File: config.mk
export PLATFORM = sky130hd
export DESIGN_NAME = websocket_frame_receiver_flat
export DESIGN_NICKNAME = d
export VERILOG_FILES = /design/src/rtl/wsfr_pkg.sv /design/src/rtl/wsfr_if.sv /design/src/rtl/websocket_frame_receiver.sv /design/src/flat_wrapper.sv
export VERILOG_INCLUDE_DIRS = /design/src /design/src/rtl
export SDC_FILE = /design/constraint.sdc
export NUM_CORES = 1
export LEC_CHECK = 0
export ABC_AREA = 1
export BUFFER_PORTS_ARGS = -buffer_cell sky130_fd_sc_hd__clkbuf_2
export CAP_MARGIN = 5
export CORE_UTILIZATION = 50
export CTS_CLUSTER_SIZE = 10
export DETAILED_ROUTE_END_ITERATION = 12
export GPL_ROUTABILITY_DRIVEN = 0
export PLACE_DENSITY = 0.67
export SLEW_MARGIN = 20
export SYNTH_ARGS = -nofsm -noshare
export SYNTH_HDL_FRONTEND = slang
export SYNTH_SLANG_ARGS = --single-unit
File: constraint.sdc
create_clock -name clk -period 3.7 [get_ports clk]
set_input_delay 0 -clock clk [delete_from_list [all_inputs] [get_ports clk]]
set_output_delay 0 -clock clk [all_outputs]
set_load 0.02 [all_outputs]
File: src/rtl/websocket_frame_receiver_assert.svh
// ----------------------------------------------------------------------------
// WebSocket frame receiver assertion macros
// Shared concurrent assertion shorthands, clocked on clk, off during reset.
// ----------------------------------------------------------------------------
`ifndef WEBSOCKET_FRAME_RECEIVER_ASSERT_SVH
`define WEBSOCKET_FRAME_RECEIVER_ASSERT_SVH

// Same-cycle implication
`define WSFR_ASSERT_IMPLY(label, ante, cons) \
  label: assert property (@(posedge clk) disable iff (!rst_n) (ante) |-> (cons)) \
    else $error("wsfr implication check failed");

// Next-cycle implication
`define WSFR_ASSERT_NEXT(label, ante, cons) \
  label: assert property (@(posedge clk) disable iff (!rst_n) (ante) |=> (cons)) \
    else $error("wsfr next-cycle check failed");

`endif

File: src/rtl/wsfr_pkg.sv
// ----------------------------------------------------------------------------
// WebSocket frame receiver package
// Parse phase codes, header constants and the result word layout.
// ----------------------------------------------------------------------------
package wsfr_pkg;

  // Parse phases, one-hot
  typedef enum logic [4:0] {
    PH_HDR0    = 5'b00001,
    PH_HDR1    = 5'b00010,
    PH_EXTLEN  = 5'b00100,
    PH_PAYLOAD = 5'b01000,
    PH_DISCARD = 5'b10000
  } phase_t;

  localparam logic [6:0] LEN_EXT16   = 7'd126;
  localparam logic [6:0] LEN_EXT64   = 7'd127;
  localparam logic [3:0] EXT16_BYTES = 4'd2;
  localparam logic [3:0] EXT64_BYTES = 4'd8;
  localparam logic [3:0] OP_CLOSE    = 4'h8;

  // One result word
  typedef struct packed {
    logic [7:0] payload_byte;
    logic       has_byte;
    logic [3:0] frame_opcode;
    logic [3:0] msg_opcode;
    logic       is_control;
    logic       frame_done;
    logic       message_done;
    logic       close_seen;
    logic       masked_error;
  } result_t;

endpackage

File: src/rtl/wsfr_if.sv
// ----------------------------------------------------------------------------
// WebSocket frame receiver channels
// Valid/ready channels for received bytes and for parsed result words.
// ----------------------------------------------------------------------------

// Received byte channel
interface wsfr_in_if;
  logic       valid;
  logic       ready;
  logic [7:0] rx_byte;

  modport source (output valid, output rx_byte, input ready);
  modport sink   (input valid, input rx_byte, output ready);
endinterface

// Result word channel
interface wsfr_out_if;
  logic       valid;
  logic       ready;
  logic [7:0] payload_byte;
  logic       has_byte;
  logic [3:0] frame_opcode;
  logic [3:0] msg_opcode;
  logic       is_control;
  logic       frame_done;
  logic       message_done;
  logic       close_seen;
  logic       masked_error;

  modport source (output valid, output payload_byte, output has_byte,
                  output frame_opcode, output msg_opcode, output is_control,
                  output frame_done, output message_done, output close_seen,
                  output masked_error, input ready);
  modport sink   (input valid, input payload_byte, input has_byte,
                  input frame_opcode, input msg_opcode, input is_control,
                  input frame_done, input message_done, input close_seen,
                  input masked_error, output ready);
endinterface

File: src/rtl/websocket_frame_receiver.sv
// A byte accepted into the input register is decoded from there into the result register.
// One byte per cycle unless the result channel stalls; the parse state and the 64-bit length
// counter update once per byte in one decode stage between input and result registers.
// Header bytes that complete nothing emit no result word, but for a masked-error word.
// Reset (rst_n low, synchronous) empties both stages and returns to the first header byte.
// ----------------------------------------------------------------------------
// WebSocket frame receiver
// Byte-serial parser of unmasked server-to-client frames with payload tagging.
// ----------------------------------------------------------------------------
`include "websocket_frame_receiver_assert.svh"

module websocket_frame_receiver (
  input  logic       clk,
  input  logic       rst_n,
  wsfr_in_if.sink    in_ch,
  wsfr_out_if.source out_ch
);

  // Input stage
  logic       s1_valid_r;
  logic [7:0] s1_byte_r;

  // Parse state
  wsfr_pkg::phase_t phase_r, phase_nxt;
  logic        fin_r, fin_nxt;
  logic [3:0]  cur_op_r, cur_op_nxt;
  logic [3:0]  len_left_r, len_left_nxt;
  logic [63:0] remain_r, remain_nxt;
  logic [3:0]  first_op_r, first_op_nxt;
  logic        in_msg_r, in_msg_nxt;
  logic        should_close_r, should_close_nxt;

  // Result stage
  logic              out_valid_r;
  wsfr_pkg::result_t out_data_r;
  wsfr_pkg::result_t res_nxt;
  logic              emit;

  logic out_free;
  logic in_ready;
  logic proc_go;

  // Handshake: result register frees when empty or taken
  assign out_free = !out_valid_r || out_ch.ready;
  assign in_ready = !s1_valid_r || out_free;
  assign proc_go  = s1_valid_r && out_free;
  assign in_ch.ready = in_ready;

  // Decode one byte against the parse state
  always_comb begin
    logic       ctl;
    logic       done;
    logic       has;
    logic       merr;
    logic [6:0] len7;
    logic [3:0] lb_dec;
    logic [63:0] rem_sh;

    phase_nxt        = phase_r;
    fin_nxt          = fin_r;
    cur_op_nxt       = cur_op_r;
    len_left_nxt     = len_left_r;
    remain_nxt       = remain_r;
    first_op_nxt     = first_op_r;
    in_msg_nxt       = in_msg_r;
    should_close_nxt = should_close_r;
    emit             = 1'b0;
    done             = 1'b0;
    has              = 1'b0;
    merr             = 1'b0;
    len7             = s1_byte_r[6:0];
    lb_dec           = len_left_r - 4'd1;
    rem_sh           = {remain_r[55:0], s1_byte_r};
    ctl              = fin_r && cur_op_r[3];
    res_nxt          = '0;

    case (phase_r)
      wsfr_pkg::PH_HDR0: begin
        fin_nxt    = s1_byte_r[7];
        cur_op_nxt = s1_byte_r[3:0];
        if (!(s1_byte_r[7] && s1_byte_r[3]) && !in_msg_r) begin
          first_op_nxt = s1_byte_r[3:0];
          in_msg_nxt   = 1'b1;
        end
        phase_nxt = wsfr_pkg::PH_HDR1;
      end
      wsfr_pkg::PH_HDR1: begin
        if (s1_byte_r[7]) begin
          should_close_nxt = 1'b1;
          phase_nxt        = wsfr_pkg::PH_DISCARD;
          emit             = 1'b1;
          merr             = 1'b1;
        end else if (len7 == wsfr_pkg::LEN_EXT16 || len7 == wsfr_pkg::LEN_EXT64) begin
          len_left_nxt = (len7 == wsfr_pkg::LEN_EXT16) ? wsfr_pkg::EXT16_BYTES
                                                       : wsfr_pkg::EXT64_BYTES;
          remain_nxt   = '0;
          phase_nxt    = wsfr_pkg::PH_EXTLEN;
        end else begin
          remain_nxt = {57'd0, len7};
          if (len7 == 7'd0) begin
            emit = 1'b1;
            done = 1'b1;
          end else begin
            phase_nxt = wsfr_pkg::PH_PAYLOAD;
          end
        end
      end
      wsfr_pkg::PH_EXTLEN: begin
        remain_nxt   = rem_sh;
        len_left_nxt = lb_dec;
        if (lb_dec == 4'd0) begin
          if (rem_sh == 64'd0) begin
            emit = 1'b1;
            done = 1'b1;
          end else begin
            phase_nxt = wsfr_pkg::PH_PAYLOAD;
          end
        end
      end
      wsfr_pkg::PH_PAYLOAD: begin
        remain_nxt = remain_r - 64'd1;
        emit       = 1'b1;
        has        = 1'b1;
        done       = (remain_r == 64'd1);
      end
      default: begin
        // Discard and unused codes: drop the byte
      end
    endcase

    // Frame and message completion
    if (done) begin
      if (ctl) begin
        if (cur_op_r == wsfr_pkg::OP_CLOSE) begin
          res_nxt.close_seen = 1'b1;
          should_close_nxt   = 1'b1;
        end
      end else if (fin_r) begin
        res_nxt.message_done = 1'b1;
        in_msg_nxt           = 1'b0;
      end
      phase_nxt = wsfr_pkg::PH_HDR0;
    end

    res_nxt.payload_byte = has ? s1_byte_r : 8'd0;
    res_nxt.has_byte     = has;
    res_nxt.frame_opcode = cur_op_r;
    res_nxt.msg_opcode   = (ctl && !in_msg_r) ? 4'd0 : first_op_r;
    res_nxt.is_control   = ctl;
    res_nxt.frame_done   = done;
    res_nxt.masked_error = merr;
  end

  // Control registers
  always_ff @(posedge clk) begin
    if (!rst_n) begin
      s1_valid_r     <= 1'b0;
      out_valid_r    <= 1'b0;
      phase_r        <= wsfr_pkg::PH_HDR0;
      fin_r          <= 1'b0;
      cur_op_r       <= 4'd0;
      len_left_r     <= 4'd0;
      remain_r       <= 64'd0;
      first_op_r     <= 4'd0;
      in_msg_r       <= 1'b0;
      should_close_r <= 1'b0;
    end else begin
      if (in_ready) begin
        s1_valid_r <= in_ch.valid;
      end
      if (out_free) begin
        out_valid_r <= proc_go && emit;
      end
      if (proc_go) begin
        phase_r        <= phase_nxt;
        fin_r          <= fin_nxt;
        cur_op_r       <= cur_op_nxt;
        len_left_r     <= len_left_nxt;
        remain_r       <= remain_nxt;
        first_op_r     <= first_op_nxt;
        in_msg_r       <= in_msg_nxt;
        should_close_r <= should_close_nxt;
      end
    end
  end

  // Payload registers: capture byte and result
  always_ff @(posedge clk) begin
    if (in_ch.valid && in_ready) begin
      s1_byte_r <= in_ch.rx_byte;
    end
    if (proc_go && emit) begin
      out_data_r <= res_nxt;
    end
  end

  // Drive the result channel
  assign out_ch.valid        = out_valid_r;
  assign out_ch.payload_byte = out_data_r.payload_byte;
  assign out_ch.has_byte     = out_data_r.has_byte;
  assign out_ch.frame_opcode = out_data_r.frame_opcode;
  assign out_ch.msg_opcode   = out_data_r.msg_opcode;
  assign out_ch.is_control   = out_data_r.is_control;
  assign out_ch.frame_done   = out_data_r.frame_done;
  assign out_ch.message_done = out_data_r.message_done;
  assign out_ch.close_seen   = out_data_r.close_seen;
  assign out_ch.masked_error = out_data_r.masked_error;

  // Checks
  `WSFR_ASSERT_IMPLY(a_discard_closes, phase_r == wsfr_pkg::PH_DISCARD, should_close_r)
  `WSFR_ASSERT_NEXT(a_discard_sticks, phase_r == wsfr_pkg::PH_DISCARD,
                    phase_r == wsfr_pkg::PH_DISCARD)
  `WSFR_ASSERT_IMPLY(a_merr_clean, out_valid_r && out_data_r.masked_error,
                     !out_data_r.has_byte && !out_data_r.frame_done)
  `WSFR_ASSERT_IMPLY(a_msg_done_frame, out_valid_r && out_data_r.message_done,
                     out_data_r.frame_done && !out_data_r.is_control && !in_msg_r)
  `WSFR_ASSERT_IMPLY(a_no_out_in_discard, phase_r == wsfr_pkg::PH_DISCARD && proc_go,
                     !emit)

endmodule
File: src/flat_wrapper.sv
// flat-port wrapper written by rule: the top's interface ports become plain ports
module websocket_frame_receiver_flat 
  (clk, rst_n, in_ch_valid, in_ch_rx_byte, in_ch_ready, out_ch_valid, out_ch_payload_byte, out_ch_has_byte, out_ch_frame_opcode, out_ch_msg_opcode, out_ch_is_control, out_ch_frame_done, out_ch_message_done, out_ch_close_seen, out_ch_masked_error, out_ch_ready);
  wsfr_in_if in_ch_i ();
  wsfr_out_if out_ch_i ();
  input  logic clk;
  input  logic rst_n;
  input wire logic [$bits(in_ch_i.valid)-1:0] in_ch_valid;
  input wire logic [$bits(in_ch_i.rx_byte)-1:0] in_ch_rx_byte;
  output wire logic [$bits(in_ch_i.ready)-1:0] in_ch_ready;
  output wire logic [$bits(out_ch_i.valid)-1:0] out_ch_valid;
  output wire logic [$bits(out_ch_i.payload_byte)-1:0] out_ch_payload_byte;
  output wire logic [$bits(out_ch_i.has_byte)-1:0] out_ch_has_byte;
  output wire logic [$bits(out_ch_i.frame_opcode)-1:0] out_ch_frame_opcode;
  output wire logic [$bits(out_ch_i.msg_opcode)-1:0] out_ch_msg_opcode;
  output wire logic [$bits(out_ch_i.is_control)-1:0] out_ch_is_control;
  output wire logic [$bits(out_ch_i.frame_done)-1:0] out_ch_frame_done;
  output wire logic [$bits(out_ch_i.message_done)-1:0] out_ch_message_done;
  output wire logic [$bits(out_ch_i.close_seen)-1:0] out_ch_close_seen;
  output wire logic [$bits(out_ch_i.masked_error)-1:0] out_ch_masked_error;
  input wire logic [$bits(out_ch_i.ready)-1:0] out_ch_ready;
  assign in_ch_i.valid = in_ch_valid;
  assign in_ch_i.rx_byte = in_ch_rx_byte;
  assign in_ch_ready = in_ch_i.ready;
  assign out_ch_valid = out_ch_i.valid;
  assign out_ch_payload_byte = out_ch_i.payload_byte;
  assign out_ch_has_byte = out_ch_i.has_byte;
  assign out_ch_frame_opcode = out_ch_i.frame_opcode;
  assign out_ch_msg_opcode = out_ch_i.msg_opcode;
  assign out_ch_is_control = out_ch_i.is_control;
  assign out_ch_frame_done = out_ch_i.frame_done;
  assign out_ch_message_done = out_ch_i.message_done;
  assign out_ch_close_seen = out_ch_i.close_seen;
  assign out_ch_masked_error = out_ch_i.masked_error;
  assign out_ch_i.ready = out_ch_ready;
  websocket_frame_receiver u_core (.clk(clk), .rst_n(rst_n), .in_ch(in_ch_i), .out_ch(out_ch_i));
endmodule
==> results.cfg <==
[cells_and_area]
antenna_cells = 0
seqCellArea_sq_um = 2600
utilization_pct = 59.2
layout.nets = 1039
n_fill_cell = 1237
drive_gt1_share_pct = 14.4
area_growth_pct = 13.9
multi_input_area_sq_um = 3750

[route]
antenna_left = 0
firstDrtPassIters = 8
via_per_inst = 5.67
vias = 6863
wirelength_um = 19800
dr.first_iter.drc_count = 659
wl_per_cell_um = 16.4
drc = 0

[clock_tree]
cts_buffers = 17
cts-root-buf = clkbuf_16
htreeDepth = 4
cts_setup_buffers = 0
cts_hold_buf = 12
clockBufferDepth = 2
clock-sinks = 115
clk_pin_slew_ps = 60
clk_latency_ps = 420
ctsResizeCount = 0
cts_tree = built

[synthesis]
ys_seq_area_share_pct = 37.3
syn-num-nets = 1003
synth_top_family_by_area = simple AND/OR/NAND/NOR gates
synth_cells = 986
synth_xor_area_share_pct = 1.01
synth_adder_area_share_pct = 0.898
synth-compound-area-share_pct = 20.5
synthMuxAreaShare_pct = 0
synth_top_flop_cell = dfxtp_1
synth_edf_count = 30
avgSynthCellArea_sq_um = 7.07
synth_seq_cells = 115
ys_async_sr_fraction_pct = 0
ys_warn_count = 0
synth-simple-area-share_pct = 31.5
ys_types = 48
syn_area_sq_um = 6970

[timing]
clock_skew_ps = 6.08
rsz0062_at_grt = false
maxSlewViolCount = 0
setup_tns_ps = 0
max_slew.worst_pin.slew_ps = 908
slew-limit-headroom_pct = 39.1
period_minus_slack_ps = 2510
period_share_pct = 67.9
hold_viol_final = 0
setup_viol = 0
fmax_ghz = 0.398

[die]
dieHeight_um = 120
die_w_um = 120
design.core.area_sq_um = 13400
initial_core_util_pct = 52.0
ios = 36
rows = 42
dieArea_sq_um = 14400

[place]
dp_hpwl_um = 13300
portBuffers = 35

[setup_path]
critical_path_class = flip-flop to flip-flop
cp_slowest_cell = inv_2
r2r_start = u_core.phase_r[1]
crit_chain = nor2_1 -> nand2_2 -> nor2_4 -> nor2_2 -> nand2_2 -> nand2_2 -> inv_2 -> o21ai_0 -> a21oi_1 -> a211oi_1
crit_path_max_incr_delay_ps = 630
ff2ff_path_depth = 10
crit_path_frequent_cell = nand2_2
cp-end-kind = flip-flop
path_max_fanout = 51
crit_path_start_kind = flip-flop
reg2reg_setup_slack_ps = 1190
rr_endpoint = u_core.remain_r[8]
crit_arrival_ps = 2780
required_ps = 3970

[hold_path]
hold_path_depth = 2
min_path_type = input pin to flip-flop
whs_endpoint = u_core.s1_byte_r[7]
holdCritStartpoint = in_ch_rx_byte[7]

[global_route]
grt_overflow = 0
antenna_found_initial = 0
first_global_vias = 6135
grt_max_degree = 77
grt_use_total_pct = 28.2
grt_pass1_wl_um = 31800

[power_and_ir_drop]
cellPowerDensity_nw_per_um2 = 486
ir_drop_uv = 305
leakage_uw = 0.00361
report.power.total_uw = 3860

[run_status]
outcome = finished, final reports clean

[flow_run]
cap_viol_max_count = 0
[worst max path at each step]
stage / from / to / slack (ps) / depth (start not counted)
floorplan: u_core.len_left_r[0] / u_core.out_ch.close_seen / 1440 / 7
CTS: u_core.phase_r[1] / u_core.remain_r[16] / 1190 / 10
global route: u_core.phase_r[1] / u_core.remain_r[16] / 940 / 10
global placement: u_core.phase_r[1] / u_core.remain_r[16] / 1290 / 10
finish: u_core.phase_r[1] / u_core.remain_r[8] / 1190 / 10
detailed placement: u_core.phase_r[1] / u_core.remain_r[16] / 1200 / 10
[cell type report]
cell class / count / share of cell area (%)
clock buffers: 18 / 5.53
repair buffers: 53 / 4.29
flip-flops and latches: 115 / 32.8
inverters: 119 / 5.66
clock inverters: 14 / 1.64
well taps: 176 / 2.77
multi-input cells: 716 / 47.3
[layer usage]
layer	up-vias	part of all wire (%)	global-route usage [%]
li1	3406	-	-
met1	3191	48	41.5
met2	241	44	41.6
met3	25	6.5	4.90
met4	0	1.3	8.67
met5	-	0	0
[flip-flops by register name, indices dropped and copies added, names as in the netlist]
| signal | flops |
|---|---|
| u_core.remain_r | 64 |
| u_core.first_op_r | 4 |
| u_core.s1_byte_r | 8 |
| u_core.out_ch.msg_opcode | 4 |
| u_core.phase_r | 5 |
| u_core.out_ch.frame_done | 1 |
| u_core.out_ch.masked_error | 1 |
| u_core.s1_valid_r | 1 |
| u_core.cur_op_r | 4 |
| u_core.out_ch.message_done | 1 |
| u_core.fin_r | 1 |
| u_core.out_ch.close_seen | 1 |
| u_core.out_ch.is_control | 1 |
| u_core.out_ch.payload_byte | 8 |
| u_core.out_ch.frame_opcode | 4 |
| u_core.in_msg_r | 1 |
| u_core.out_ch.has_byte | 1 |
| u_core.out_ch.valid | 1 |
| u_core.len_left_r | 4 |
[critical path: cells and delay by family (launching register included)]
kind | cells | cell delay, ps
and+or+nand+nor | 6 | 970
buffers and inverters | 1 | 630
AOI/OAI and AO/OA | 3 | 420
DFF | 1 | 330
[where the power goes]
group	switching [uW]	internal [uW]
sequential	44.5	1330
clock	639	945
combinational	594	310
[logic make-up after synthesis]
family | Yosys count
compound gates | 256
xor+xnor | 8
fa+ha+maj | 5
buf+inv | 155
flops | 115
simple gates | 447
[per-stage QoR]
step | hold slack [ps] | instances | cell area [sq um] | setup slack (ps)
after floorplan | 98.9 | 986 | 6970 | 1440
after global placement | 178 | 1167 | 7250 | 1290
after detailed placement | 182 | 1167 | 7250 | 1200
after CTS | 292 | 1211 | 7940 | 1190
after global routing | 302 | 1211 | 7940 | 938
final | 304 | 1211 | 7940 | 1190
[placed cells by master (no fill, tap or decap), types with 4 or more instances in the layout]
master / synthesis / final
a21oi_1: 132 / 132
nand2_2: 13 / 13
buf_4: 5 / 6
ha_1: 5 / 5
o21ai_1: 11 / 11
dlygate4sd3_1: 0 / 12
or2_2: 6 / 6
xor2_1: 6 / 6
a221oi_1: 16 / 16
clkinvlp_4: 0 / 5
nor4_1: 4 / 4
inv_2: 11 / 11
nor2_4: 11 / 11
nand3b_1: 5 / 5
nor2_1: 133 / 133
nor3_1: 10 / 10
inv_1: 106 / 106
nor2_8: 5 / 5
edfxtp_1: 30 / 30
a211oi_1: 6 / 6
dfxtp_1: 85 / 85
nand2_1: 139 / 139
nand3_1: 82 / 82
clkbuf_16: 0 / 17
o21ai_0: 71 / 71
nor2_2: 12 / 12
clkbuf_2: 0 / 35
nand4_1: 17 / 17
nand2_4: 5 / 5
[synth_stat cells, types with 3 or more instances]
master	count	area [sq um]
nand2_4	5	56.3
or2_2	6	37.5
xor2_1	6	52.6
a21oi_2	3	26.3
nor4_1	4	25.0
o21ai_1	11	55.1
nand3_1	82	410
clkbuf_1	22	82.6
ha_1	5	62.6
inv_2	11	41.3
o21bai_1	3	22.5
a211oi_1	6	45.0
a21oi_1	132	661
nand2_1	139	522
nand3b_1	5	37.5
nand2_2	13	81.3
o21ai_0	71	355
buf_4	5	37.5
nor3_1	10	50.1
nor2_8	5	100
nand4_1	17	106
inv_1	106	398
nor2_4	11	124
nor2_2	12	75.1
a221oi_1	16	140
buf_2	7	35.0
edfxtp_1	30	901
nor2_1	133	499
dfxtp_1	85	1700
Power figures use the tool's default switching activity.
